[config.mk]
export PLATFORM = sky130hd
export DESIGN_NAME = dynamic_priority_scheduler
export DESIGN_NICKNAME = d
export VERILOG_FILES = /design/src/hdl/dps_pkg.sv /design/src/hdl/dynamic_priority_scheduler.sv /design/src/hdl/dps_ram.sv
export SDC_FILE = /design/constraint.sdc
export NUM_CORES = 2
export LEC_CHECK = 0
export ABC_AREA = 1
export BUFFER_PORTS_ARGS = -buffer_cell sky130_fd_sc_hd__buf_2
export CORE_ASPECT_RATIO = 1.4
export CORE_MARGIN = 4
export CORE_UTILIZATION = 57
export DETAILED_ROUTE_END_ITERATION = 8
export MAX_ROUTING_LAYER = met4
export PLACE_DENSITY = 0.7
export SYNTH_ARGS = -nofsm -noshare
export SYNTH_HDL_FRONTEND = slang
export SYNTH_HIERARCHICAL = 1
export SYNTH_SLANG_ARGS = --single-unit
[constraint.sdc]
create_clock -name clk -period 10.33 [get_ports clk]
set_input_delay 1.5495 -clock clk [delete_from_list [all_inputs] [get_ports clk]]
set_output_delay 1.5495 -clock clk [all_outputs]
set_load 0.01 [all_outputs]
[src/hdl/dps_pkg.sv]
// Shared types and constants for the dynamic priority scheduler.
// Used by dynamic_priority_scheduler and the bench; depends on nothing.
`default_nettype none

package dps_pkg;

	localparam int SLOTS_DEFAULT = 16;

	// Slot status codes.
	localparam logic [1:0] ST_EMPTY = 2'd0;
	localparam logic [1:0] ST_READY = 2'd1;
	localparam logic [1:0] ST_RUN   = 2'd2;

	// Result event codes.
	localparam logic [2:0] EV_IDLE      = 3'd0;
	localparam logic [2:0] EV_CONTINUED = 3'd1;
	localparam logic [2:0] EV_FINISHED  = 3'd2;
	localparam logic [2:0] EV_PREEMPTED = 3'd3;
	localparam logic [2:0] EV_ADDED     = 3'd4;
	localparam logic [2:0] EV_REJECTED  = 3'd5;

	// Input operation codes.
	localparam logic OP_ADD  = 1'b0;
	localparam logic OP_TICK = 1'b1;

	// Configuration register indexes and reset values.
	localparam logic       REG_TIME_QUANTUM  = 1'b0;
	localparam logic       REG_PRIORITY_STEP = 1'b1;
	localparam logic [7:0] QUANTUM_RESET     = 8'd10;
	localparam logic [7:0] STEP_RESET        = 8'd10;

	localparam logic signed [15:0] PRIO_MIN = 16'sh8000;

	// One task slot as held in the slot memory.
	typedef struct packed {
		logic signed [15:0] prio;
		logic [15:0]        used;
		logic [15:0]        rem;
		logic [3:0]         tag;
		logic [15:0]        arr;
	} slot_word_t;

	localparam int SLOT_WORD_W = $bits(slot_word_t);

endpackage

`default_nettype wire

[src/hdl/dynamic_priority_scheduler.sv]
// Top level of the dynamic priority preemptive scheduler.
// Depends on dps_pkg and dps_ram (task slot table).
//
// Usage: an input word with op = add places a task (tag, start priority,
// need time) into the lowest empty slot; op = tick runs one scheduler
// quantum. Every input word yields exactly one output word on the
// valid/ready output channel. Configuration (time quantum, priority step)
// is written through cfg_write/cfg_index/cfg_data while the block is idle.
//
// Timing: in_ready is high only between items. An add searches the slots for
// a free one (one slot of the free-slot search per cycle). A tick with a task
// already running charges that task and then scans the slots; starting from
// idle and a preemption each add a further scan pass. Each pass reads one
// slot per cycle through a single compare unit, so the slot count sets the
// length of a tick.
// Reset empties every slot, stops the running task, restores both
// registers to 10 and clears the arrival counter. The output word sits in
// its own register: the next input word is accepted while it waits, and
// the block holds its next result until the receiver takes the old one.
`default_nettype none

module dynamic_priority_scheduler
	import dps_pkg::*;
#(
	parameter int SLOTS = SLOTS_DEFAULT
) (
	input  wire logic               clk,
	input  wire logic               arst_n,
	// configuration
	input  wire logic               cfg_write,
	input  wire logic               cfg_index,
	input  wire logic [7:0]         cfg_data,
	// input channel
	input  wire logic               in_valid,
	output logic                    in_ready,
	input  wire logic               op,
	input  wire logic [3:0]         task_tag,
	input  wire logic signed [15:0] start_priority,
	input  wire logic [15:0]        need_time,
	// output channel
	output logic                    out_valid,
	input  wire logic               out_ready,
	output logic [2:0]              event_res,
	output logic [3:0]              ran_tag,
	output logic [15:0]             used_time,
	output logic [15:0]             remaining_time,
	output logic signed [15:0]      current_priority,
	output logic                    next_valid,
	output logic [3:0]              next_tag
);

	localparam int IDXW = $clog2(SLOTS);
	localparam int CNTW = IDXW + 1;
	localparam logic [CNTW-1:0] SLOTS_C = CNTW'(SLOTS);

	localparam logic [3:0] S_IDLE     = 4'd0;
	localparam logic [3:0] S_ADD_FIND = 4'd1;
	localparam logic [3:0] S_SCAN     = 4'd2;
	localparam logic [3:0] S_DECIDE   = 4'd3;
	localparam logic [3:0] S_UPD_RD   = 4'd4;
	localparam logic [3:0] S_UPD_CALC = 4'd5;
	localparam logic [3:0] S_FIN      = 4'd6;

	localparam logic [1:0] PH_START0    = 2'd0;
	localparam logic [1:0] PH_AFTER_UPD = 2'd1;
	localparam logic [1:0] PH_AFTER_PRE = 2'd2;

	// control state
	logic [3:0]      state_q;
	logic [1:0]      phase_q;
	logic [1:0]      status_q [SLOTS];
	logic            running_valid_q;
	logic [IDXW-1:0] run_slot_q;
	logic [3:0]      run_tag_q;
	logic [15:0]     counter_q;
	logic [7:0]      quantum_q;
	logic [7:0]      step_q;
	logic [CNTW-1:0] scan_idx_q;
	logic            busy_s1;
	logic            best_found_q;
	logic            out_valid_q;

	// payload registers
	logic [3:0]         in_tag_q;
	logic signed [15:0] in_prio_q;
	logic [15:0]        in_need_q;
	logic [IDXW-1:0]    cand_idx_s1;
	logic [IDXW-1:0]    best_idx_q;
	logic signed [15:0] best_prio_q;
	logic [15:0]        best_age_q;
	logic [3:0]         best_tag_q;
	slot_word_t         upd_q;
	logic               done_q;
	logic [2:0]         res_ev_q;
	logic [3:0]         res_tag_q;
	logic [15:0]        res_used_q;
	logic [15:0]        res_rem_q;
	logic signed [15:0] res_prio_q;
	logic [2:0]         out_ev_q;
	logic [3:0]         out_tag_q;
	logic [15:0]        out_used_q;
	logic [15:0]        out_rem_q;
	logic signed [15:0] out_prio_q;
	logic               out_next_valid_q;
	logic [3:0]         out_next_tag_q;

	// memory port signals
	logic                   ram_we;
	logic [IDXW-1:0]        ram_waddr;
	slot_word_t             ram_wword;
	logic [IDXW-1:0]        ram_raddr;
	logic [SLOT_WORD_W-1:0] ram_rdata;
	slot_word_t             rd_word;

	// combinational helpers
	logic               accept;
	logic               in_range;
	logic [1:0]         idx_status;
	logic               issuing;
	logic               scan_done;
	logic [15:0]        cand_age;
	logic               cand_better;
	logic               add_found;
	logic               preempt;
	logic               out_free;
	logic [16:0]        used_sum;
	logic signed [16:0] prio_diff;
	logic               rem_done;
	slot_word_t         calc_word;

	assign accept    = in_valid && in_ready;
	assign in_ready  = (state_q == S_IDLE);
	assign out_free  = !out_valid_q || out_ready;
	assign in_range  = (scan_idx_q < SLOTS_C);
	assign idx_status = in_range ? status_q[scan_idx_q[IDXW-1:0]] : ST_EMPTY;
	assign issuing   = (state_q == S_SCAN) && in_range;
	assign scan_done = (state_q == S_SCAN) && !in_range && !busy_s1;
	assign add_found = (state_q == S_ADD_FIND) && in_range && (idx_status == ST_EMPTY);
	assign rd_word   = slot_word_t'(ram_rdata);

	// The shared compare unit: one candidate slot per cycle against the best so far.
	// Ties go to the larger age, which is the earlier arrival.
	assign cand_age    = counter_q - rd_word.arr;
	assign cand_better = !best_found_q || (rd_word.prio > best_prio_q) ||
		((rd_word.prio == best_prio_q) && (cand_age > best_age_q));

	assign preempt = !done_q && best_found_q && (upd_q.prio < best_prio_q);

	// Charge of the running task: saturating used time and priority.
	always_comb begin
		used_sum  = {1'b0, rd_word.used} + {9'd0, quantum_q};
		prio_diff = {rd_word.prio[15], rd_word.prio} - $signed({9'd0, step_q});
		rem_done  = (rd_word.rem <= {8'd0, quantum_q});
		calc_word = rd_word;
		calc_word.used = used_sum[16] ? 16'hFFFF : used_sum[15:0];
		calc_word.prio = (prio_diff[16] != prio_diff[15]) ? PRIO_MIN : prio_diff[15:0];
		calc_word.rem  = rem_done ? 16'd0 : (rd_word.rem - {8'd0, quantum_q});
	end

	// Memory port selection.
	always_comb begin
		ram_we    = 1'b0;
		ram_waddr = run_slot_q;
		ram_wword = upd_q;
		ram_raddr = (state_q == S_UPD_RD) ? run_slot_q : scan_idx_q[IDXW-1:0];
		if (add_found) begin
			ram_we         = 1'b1;
			ram_waddr      = scan_idx_q[IDXW-1:0];
			ram_wword.prio = in_prio_q;
			ram_wword.used = 16'd0;
			ram_wword.rem  = in_need_q;
			ram_wword.tag  = in_tag_q;
			ram_wword.arr  = counter_q;
		end else if ((state_q == S_DECIDE) && (phase_q == PH_AFTER_UPD)) begin
			ram_we = 1'b1;
			if (preempt) begin
				ram_wword.arr = counter_q;
			end
		end
	end

	dps_ram #(
		.WIDTH(SLOT_WORD_W),
		.DEPTH(SLOTS)
	) u_slot_ram (
		.clk  (clk),
		.we   (ram_we),
		.waddr(ram_waddr),
		.wdata(SLOT_WORD_W'(ram_wword)),
		.raddr(ram_raddr),
		.rdata(ram_rdata)
	);

	// Configuration registers.
	always_ff @(posedge clk or negedge arst_n) begin
		if (!arst_n) begin
			quantum_q <= QUANTUM_RESET;
			step_q    <= STEP_RESET;
		end else if (cfg_write) begin
			case (cfg_index)
				REG_TIME_QUANTUM:  quantum_q <= cfg_data;
				REG_PRIORITY_STEP: step_q    <= cfg_data;
				default: ;
			endcase
		end
	end

	// Sequencer and slot status.
	always_ff @(posedge clk or negedge arst_n) begin
		if (!arst_n) begin
			state_q         <= S_IDLE;
			phase_q         <= PH_START0;
			running_valid_q <= 1'b0;
			run_slot_q      <= '0;
			run_tag_q       <= 4'd0;
			counter_q       <= 16'd0;
			scan_idx_q      <= '0;
			busy_s1         <= 1'b0;
			best_found_q    <= 1'b0;
			out_valid_q     <= 1'b0;
			for (int i = 0; i < SLOTS; i++) begin
				status_q[i] <= ST_EMPTY;
			end
		end else begin
			if ((state_q == S_FIN) && out_free) begin
				out_valid_q <= 1'b1;
			end else if (out_ready) begin
				out_valid_q <= 1'b0;
			end

			case (state_q)
				S_IDLE: begin
					if (accept) begin
						scan_idx_q   <= '0;
						busy_s1      <= 1'b0;
						best_found_q <= 1'b0;
						phase_q      <= PH_START0;
						if (op == OP_ADD) begin
							state_q <= S_ADD_FIND;
						end else if (running_valid_q) begin
							state_q <= S_UPD_RD;
						end else begin
							state_q <= S_SCAN;
						end
					end
				end
				S_ADD_FIND: begin
					if (!in_range) begin
						state_q <= S_FIN;
					end else if (add_found) begin
						status_q[scan_idx_q[IDXW-1:0]] <= ST_READY;
						counter_q <= counter_q + 16'd1;
						state_q   <= S_FIN;
					end else begin
						scan_idx_q <= scan_idx_q + CNTW'(1);
					end
				end
				S_SCAN: begin
					busy_s1 <= issuing && (idx_status == ST_READY);
					if (issuing) begin
						scan_idx_q <= scan_idx_q + CNTW'(1);
					end
					if (busy_s1 && cand_better) begin
						best_found_q <= 1'b1;
					end
					if (scan_done) begin
						state_q <= S_DECIDE;
					end
				end
				S_DECIDE: begin
					case (phase_q)
						PH_START0: begin
							if (best_found_q) begin
								status_q[best_idx_q] <= ST_RUN;
								run_slot_q      <= best_idx_q;
								run_tag_q       <= best_tag_q;
								running_valid_q <= 1'b1;
								state_q         <= S_UPD_RD;
							end else begin
								state_q <= S_FIN;
							end
						end
						PH_AFTER_UPD: begin
							if (done_q) begin
								status_q[run_slot_q] <= ST_EMPTY;
								if (best_found_q) begin
									status_q[best_idx_q] <= ST_RUN;
									run_slot_q      <= best_idx_q;
									run_tag_q       <= best_tag_q;
									running_valid_q <= 1'b1;
								end else begin
									run_slot_q      <= '0;
									running_valid_q <= 1'b0;
								end
								state_q <= S_FIN;
							end else if (preempt) begin
								// Requeue the charged task and run the scan again,
								// since the arrival counter moved.
								status_q[run_slot_q] <= ST_READY;
								counter_q       <= counter_q + 16'd1;
								running_valid_q <= 1'b0;
								scan_idx_q      <= '0;
								busy_s1         <= 1'b0;
								best_found_q    <= 1'b0;
								phase_q         <= PH_AFTER_PRE;
								state_q         <= S_SCAN;
							end else begin
								state_q <= S_FIN;
							end
						end
						PH_AFTER_PRE: begin
							if (best_found_q) begin
								status_q[best_idx_q] <= ST_RUN;
								run_slot_q      <= best_idx_q;
								run_tag_q       <= best_tag_q;
								running_valid_q <= 1'b1;
							end else begin
								run_slot_q      <= '0;
								running_valid_q <= 1'b0;
							end
							state_q <= S_FIN;
						end
						default: state_q <= S_FIN;
					endcase
				end
				S_UPD_RD: begin
					state_q <= S_UPD_CALC;
				end
				S_UPD_CALC: begin
					scan_idx_q   <= '0;
					busy_s1      <= 1'b0;
					best_found_q <= 1'b0;
					phase_q      <= PH_AFTER_UPD;
					state_q      <= S_SCAN;
				end
				S_FIN: begin
					if (out_free) begin
						state_q <= S_IDLE;
					end
				end
				default: state_q <= S_IDLE;
			endcase
		end
	end

	// Payload registers.
	always_ff @(posedge clk) begin
		if (accept) begin
			in_tag_q  <= task_tag;
			in_prio_q <= start_priority;
			in_need_q <= need_time;
		end

		if (issuing) begin
			cand_idx_s1 <= scan_idx_q[IDXW-1:0];
		end
		if ((state_q == S_SCAN) && busy_s1 && cand_better) begin
			best_idx_q  <= cand_idx_s1;
			best_prio_q <= rd_word.prio;
			best_age_q  <= cand_age;
			best_tag_q  <= rd_word.tag;
		end

		if (state_q == S_UPD_CALC) begin
			upd_q  <= calc_word;
			done_q <= rem_done;
		end

		if (state_q == S_ADD_FIND) begin
			res_tag_q  <= in_tag_q;
			res_used_q <= 16'd0;
			if (add_found) begin
				res_ev_q   <= EV_ADDED;
				res_rem_q  <= in_need_q;
				res_prio_q <= in_prio_q;
			end else begin
				res_ev_q   <= EV_REJECTED;
				res_rem_q  <= 16'd0;
				res_prio_q <= 16'sd0;
			end
		end

		if (state_q == S_DECIDE) begin
			if ((phase_q == PH_START0) && !best_found_q) begin
				res_ev_q   <= EV_IDLE;
				res_tag_q  <= 4'd0;
				res_used_q <= 16'd0;
				res_rem_q  <= 16'd0;
				res_prio_q <= 16'sd0;
			end else if (phase_q == PH_AFTER_UPD) begin
				res_tag_q  <= upd_q.tag;
				res_used_q <= upd_q.used;
				res_rem_q  <= upd_q.rem;
				res_prio_q <= upd_q.prio;
				if (done_q) begin
					res_ev_q <= EV_FINISHED;
				end else if (preempt) begin
					res_ev_q <= EV_PREEMPTED;
				end else begin
					res_ev_q <= EV_CONTINUED;
				end
			end
		end

		if ((state_q == S_FIN) && out_free) begin
			out_ev_q         <= res_ev_q;
			out_tag_q        <= res_tag_q;
			out_used_q       <= res_used_q;
			out_rem_q        <= res_rem_q;
			out_prio_q       <= res_prio_q;
			out_next_valid_q <= running_valid_q;
			out_next_tag_q   <= running_valid_q ? run_tag_q : 4'd0;
		end
	end

	assign out_valid        = out_valid_q;
	assign event_res        = out_ev_q;
	assign ran_tag          = out_tag_q;
	assign used_time        = out_used_q;
	assign remaining_time   = out_rem_q;
	assign current_priority = out_prio_q;
	assign next_valid       = out_next_valid_q;
	assign next_tag         = out_next_tag_q;

	// Between items the running slot must be marked as running.
	a_run_consistent: assert property (@(posedge clk) disable iff (!arst_n)
		(state_q == S_IDLE) && running_valid_q |-> status_q[run_slot_q] == ST_RUN)
		else $error("running slot not marked as running");

	// A requeued task guarantees that the rescan finds a ready task.
	a_pre_finds: assert property (@(posedge clk) disable iff (!arst_n)
		(state_q == S_DECIDE) && (phase_q == PH_AFTER_PRE) |-> best_found_q)
		else $error("rescan after preemption found no ready task");

	// An idle tick leaves nothing running.
	a_idle_word: assert property (@(posedge clk) disable iff (!arst_n)
		out_valid && (event_res == EV_IDLE) |-> !next_valid)
		else $error("idle word reports a running task");

	// The block is busy in the cycle after it takes an input word.
	a_busy_after_accept: assert property (@(posedge clk) disable iff (!arst_n)
		in_valid && in_ready |=> !in_ready)
		else $error("input accepted while previous word in progress");

endmodule

`default_nettype wire

[src/hdl/dps_ram.sv]
// Generic single write port, single read port RAM with registered read data.
// Standalone; holds the task slot table of the scheduler.
`default_nettype none

module dps_ram #(
	parameter int WIDTH = 8,
	parameter int DEPTH = 16
) (
	input  wire logic                     clk,
	input  wire logic                     we,
	input  wire logic [$clog2(DEPTH)-1:0] waddr,
	input  wire logic [WIDTH-1:0]         wdata,
	input  wire logic [$clog2(DEPTH)-1:0] raddr,
	output logic      [WIDTH-1:0]         rdata
);

	logic [WIDTH-1:0] mem_q [DEPTH];

	always_ff @(posedge clk) begin
		if (we) begin
			mem_q[waddr] <= wdata;
		end
		rdata <= mem_q[raddr];
	end

endmodule

`default_nettype wire

==> impl_metrics.toml <==
[synth]
synth_top_flop_cell = "edfxtp_1"
synth-xor-area-share = 0.006714
netlist_area_um2 = 66530
ys.warnings.count = 6
synth_cell_types = 52
yosysSeqAreaShare = 0.6548
yosys.area_share.simple = 0.1965
yosysTopAreaCellShare = 0.5854
yosysTopAreaCell = "edfxtp_1"
avgSynthCellArea_um2 = 10.09
synth_area_leaders = "edfxtp_1 (59%), nand2_1 (11%), nand3_1 (7.3%)"
synth_compound_area_frac = 0.03519
synth-edff-count = 1297
synthCells = 6592
synth_nets = 6742
synth_top_family_by_area = "simple AND/OR/NAND/NOR gates"
synth-async-reset-ratio = 0.05710
synth.area.mux_share = 0.002031
synth_fa_ha_area_frac = 0.01907
ys_seq_elements = 1506

[drt]
drt_iter0_drc = 5020
wl_met1_um = 67030
met3WireLength_um = 13360
wl_per_cell_um = 21.16
drt_first_pass_iters = 8
viasPerCell = 5.643
totalWireLength_um = 174200
drtAntennaViolNets = 0
highest_layer = "met4"
drcViolationCount = 0
wl_met2_um = 86800
vias = 46440

[critical_path]
crit_buf_inv = 2
timing.rr.start = "scan_idx_q[1]$_DFFE_PN0P_"
r2r_slack_ns = 4.57
cp_slowest_cell = "o21ai_0"
path_cells = "inv_2, nand3_1, o21ai_1, nand2_1, nand2_1, nor2_2, nand3_4, o21ai_0, nand3_1, nor2_4, buf_4"
crit_type = "reg -> reg"
worst-path-stages = 11
reg2reg_to = "u_slot_ram/mem_q[7][7]$_DFFE_PP_"
critPathTopFamily = "simple AND/OR/NAND/NOR gates"
worstSetupEndpointType = "flip-flop"
cp-start-kind = "flip-flop"
worst-endpoint-arrival_ns = 6.12
path_max_fanout = 48
critPathMaxStageDelay_ns = 0.99
critical_path_required_ns = 10.69
ff2ff_path_depth = 11

[clock_tree]
cts_max_path_buffers = 3
cts_sinks = 1506
ctsHoldBuffers = 0
post_cts_buffers = 0
cts_htree_levels = 4
cts_resized = 0
cts_tree = "built"
root_buffer = "clkbuf_16"
numCtsBuffers = 143
worstSkewPairLatency_ns = 0.76
clk_pin_slew_worst_paths_ns = 0.06

[sta]
layout_min_cycle_time_ns = 5.760
slew_viol_final = 0
grt_setup_unrepaired = "false"
skew_ns = 0.02985
setup_viol = 0
period_share = 0.5576
setup_slack_ns = 4.570
worstMarginPinSlew_ns = 1.209
fmax_mhz = 173.6
hold_viol = 0
tns_ns = 0
whs_ns = 0.4233
slew_headroom = 0.1910

[placed_design]
dp_hpwl_um = 101000
dp_worst_setup_slack_ns = 4.836
port_buffers = 112
finalWeightedCongestion = 0.8964

[floorplanning]
die_w_um = 296.8
start_util = 0.5730
io_pins = 113
dieArea_um2 = 122300
fp.dieH_um = 412.2
core_area_um2 = 116100
placementRows = 148

[finish]
fillers = 8956
antenna_cells = 0
final_cell_mix = "nand2_1 (1941), edfxtp_1 (1297), inv_1 (1082)"
nNetsFinal = 6762
fin_util = 0.6278
final_common_cell = "nand2_1"
synthToLayoutAreaGrowth_pct = 9.555
drive_above_1_share = 0.06866

[run]
max_cap_violations = 0

[run_status]
status = "finished clean"

[min_path]
min_to = "best_idx_q[3]$_DFFE_PP_"
whs_path_depth = 0
worstHoldStart = "cand_idx_s1[3]$_DFFE_PP_"
min_path_type = "reg -> reg"

[power_and_ir_drop]
power.density_nw_per_um2 = 275.2
total_power_w = 0.02006
irDropWorstVdd_mv = 0.2584
leakage_nw = 31.16

[global_routing]
gr-total-overflow = 0
grtUsageTotal = 0.2898
grt_pass1_wl_um = 262600
antenna_found_initial = 3
grt_max_degree = 202
grt_pass1_vias = 44470
[state kept, by name, indices dropped and copies added (netlist names), 32 cells and up]
register	cells
u_slot_ram/rdata	68
upd_q	68
u_slot_ram/mem_q	1088
status_q	32
[cell families after synthesis]
group | after synthesis
xor+xnor | 51
simple gates | 3126
flops | 1506
mux | 12
buf+inv | 1393
fa+ha+maj | 99
compound gates | 405
[metrics by stage]
step | cell area, um2 | instances
final | 72890 | 8229
after global routing | 72890 | 8229
after CTS | 72890 | 8229
after detailed placement | 68170 | 7967
after global placement | 68170 | 7967
after floorplan | 66530 | 6592
[area by class of cell]
cell class                      instances  area (um2)  area share
Multi-Input combinational cell       3693       17490      0.2399
Clock inverter                         70       778.2     0.01068
Timing Repair Buffer                  176        1106     0.01517
Clock buffer                          192        3946     0.05414
Sequential cell                      1506       43570      0.5977
Inverter                             1092        4130     0.05666
Tap cell                             1500        1877     0.02575
[worst max-delay path by stage]
| stage | start | to | slack, ns |
|---|---|---|---|
| finish | scan_idx_q[1]$_DFFE_PN0P_ | u_slot_ram/mem_q[7][7]$_DFFE_PP_ | 4.57 |
| CTS | scan_idx_q[1]$_DFFE_PN0P_ | u_slot_ram/mem_q[7][23]$_DFFE_PP_ | 4.79 |
| detailed placement | scan_idx_q[1]$_DFFE_PN0P_ | u_slot_ram/mem_q[6][7]$_DFFE_PP_ | 4.84 |
| global route | scan_idx_q[1]$_DFFE_PN0P_ | u_slot_ram/mem_q[7][7]$_DFFE_PP_ | 4.56 |
| global placement | scan_idx_q[1]$_DFFE_PN0P_ | u_slot_ram/mem_q[7][15]$_DFFE_PP_ | 4.86 |
| floorplan | scan_idx_q[0]$_DFFE_PN0P_ | u_slot_ram/mem_q[11][0]$_DFFE_PP_ | 4.90 |
[worst register-to-register path, delay by kind of cell, from the launching register on]
kind | cells | cell delay (ns)
AND/OR/NAND/NOR | 7 | 2.22
buffers and inverters | 2 | 1.16
flip-flops | 1 | 0.81
AO/OA/AOI/OAI | 2 | 1.07
[cells in the mapped netlist, drive strengths merged (23+ instances only)]
master,number
nand2,1943
edfxtp,1297
inv,1092
nand3,972
buf,215
o21ai,198
nor2,168
dfxtp,123
a21oi,115
ha,95
clkbuf,86
dfrtp,82
xor2,31
a32oi,23
[power by group]
part,total [W],internal [W],switching (W),leakage (nW)
Combinational,0.00654,0.00179,0.00475,15.0
Clock,0.00528,0.00303,0.00225,2.29
Sequential,0.00824,0.00781,0.000424,13.8
Total,0.0201,0.0126,0.00742,31.2
[per-layer routing]
metal,track usage,up-vias
li1,-,21610
met1,0.3630,22410
met2,0.4872,2043
met3,0.03364,386
met4,0.1157,0
met5,-,-
No activity file was read; power rests on OpenSTA's default activity.
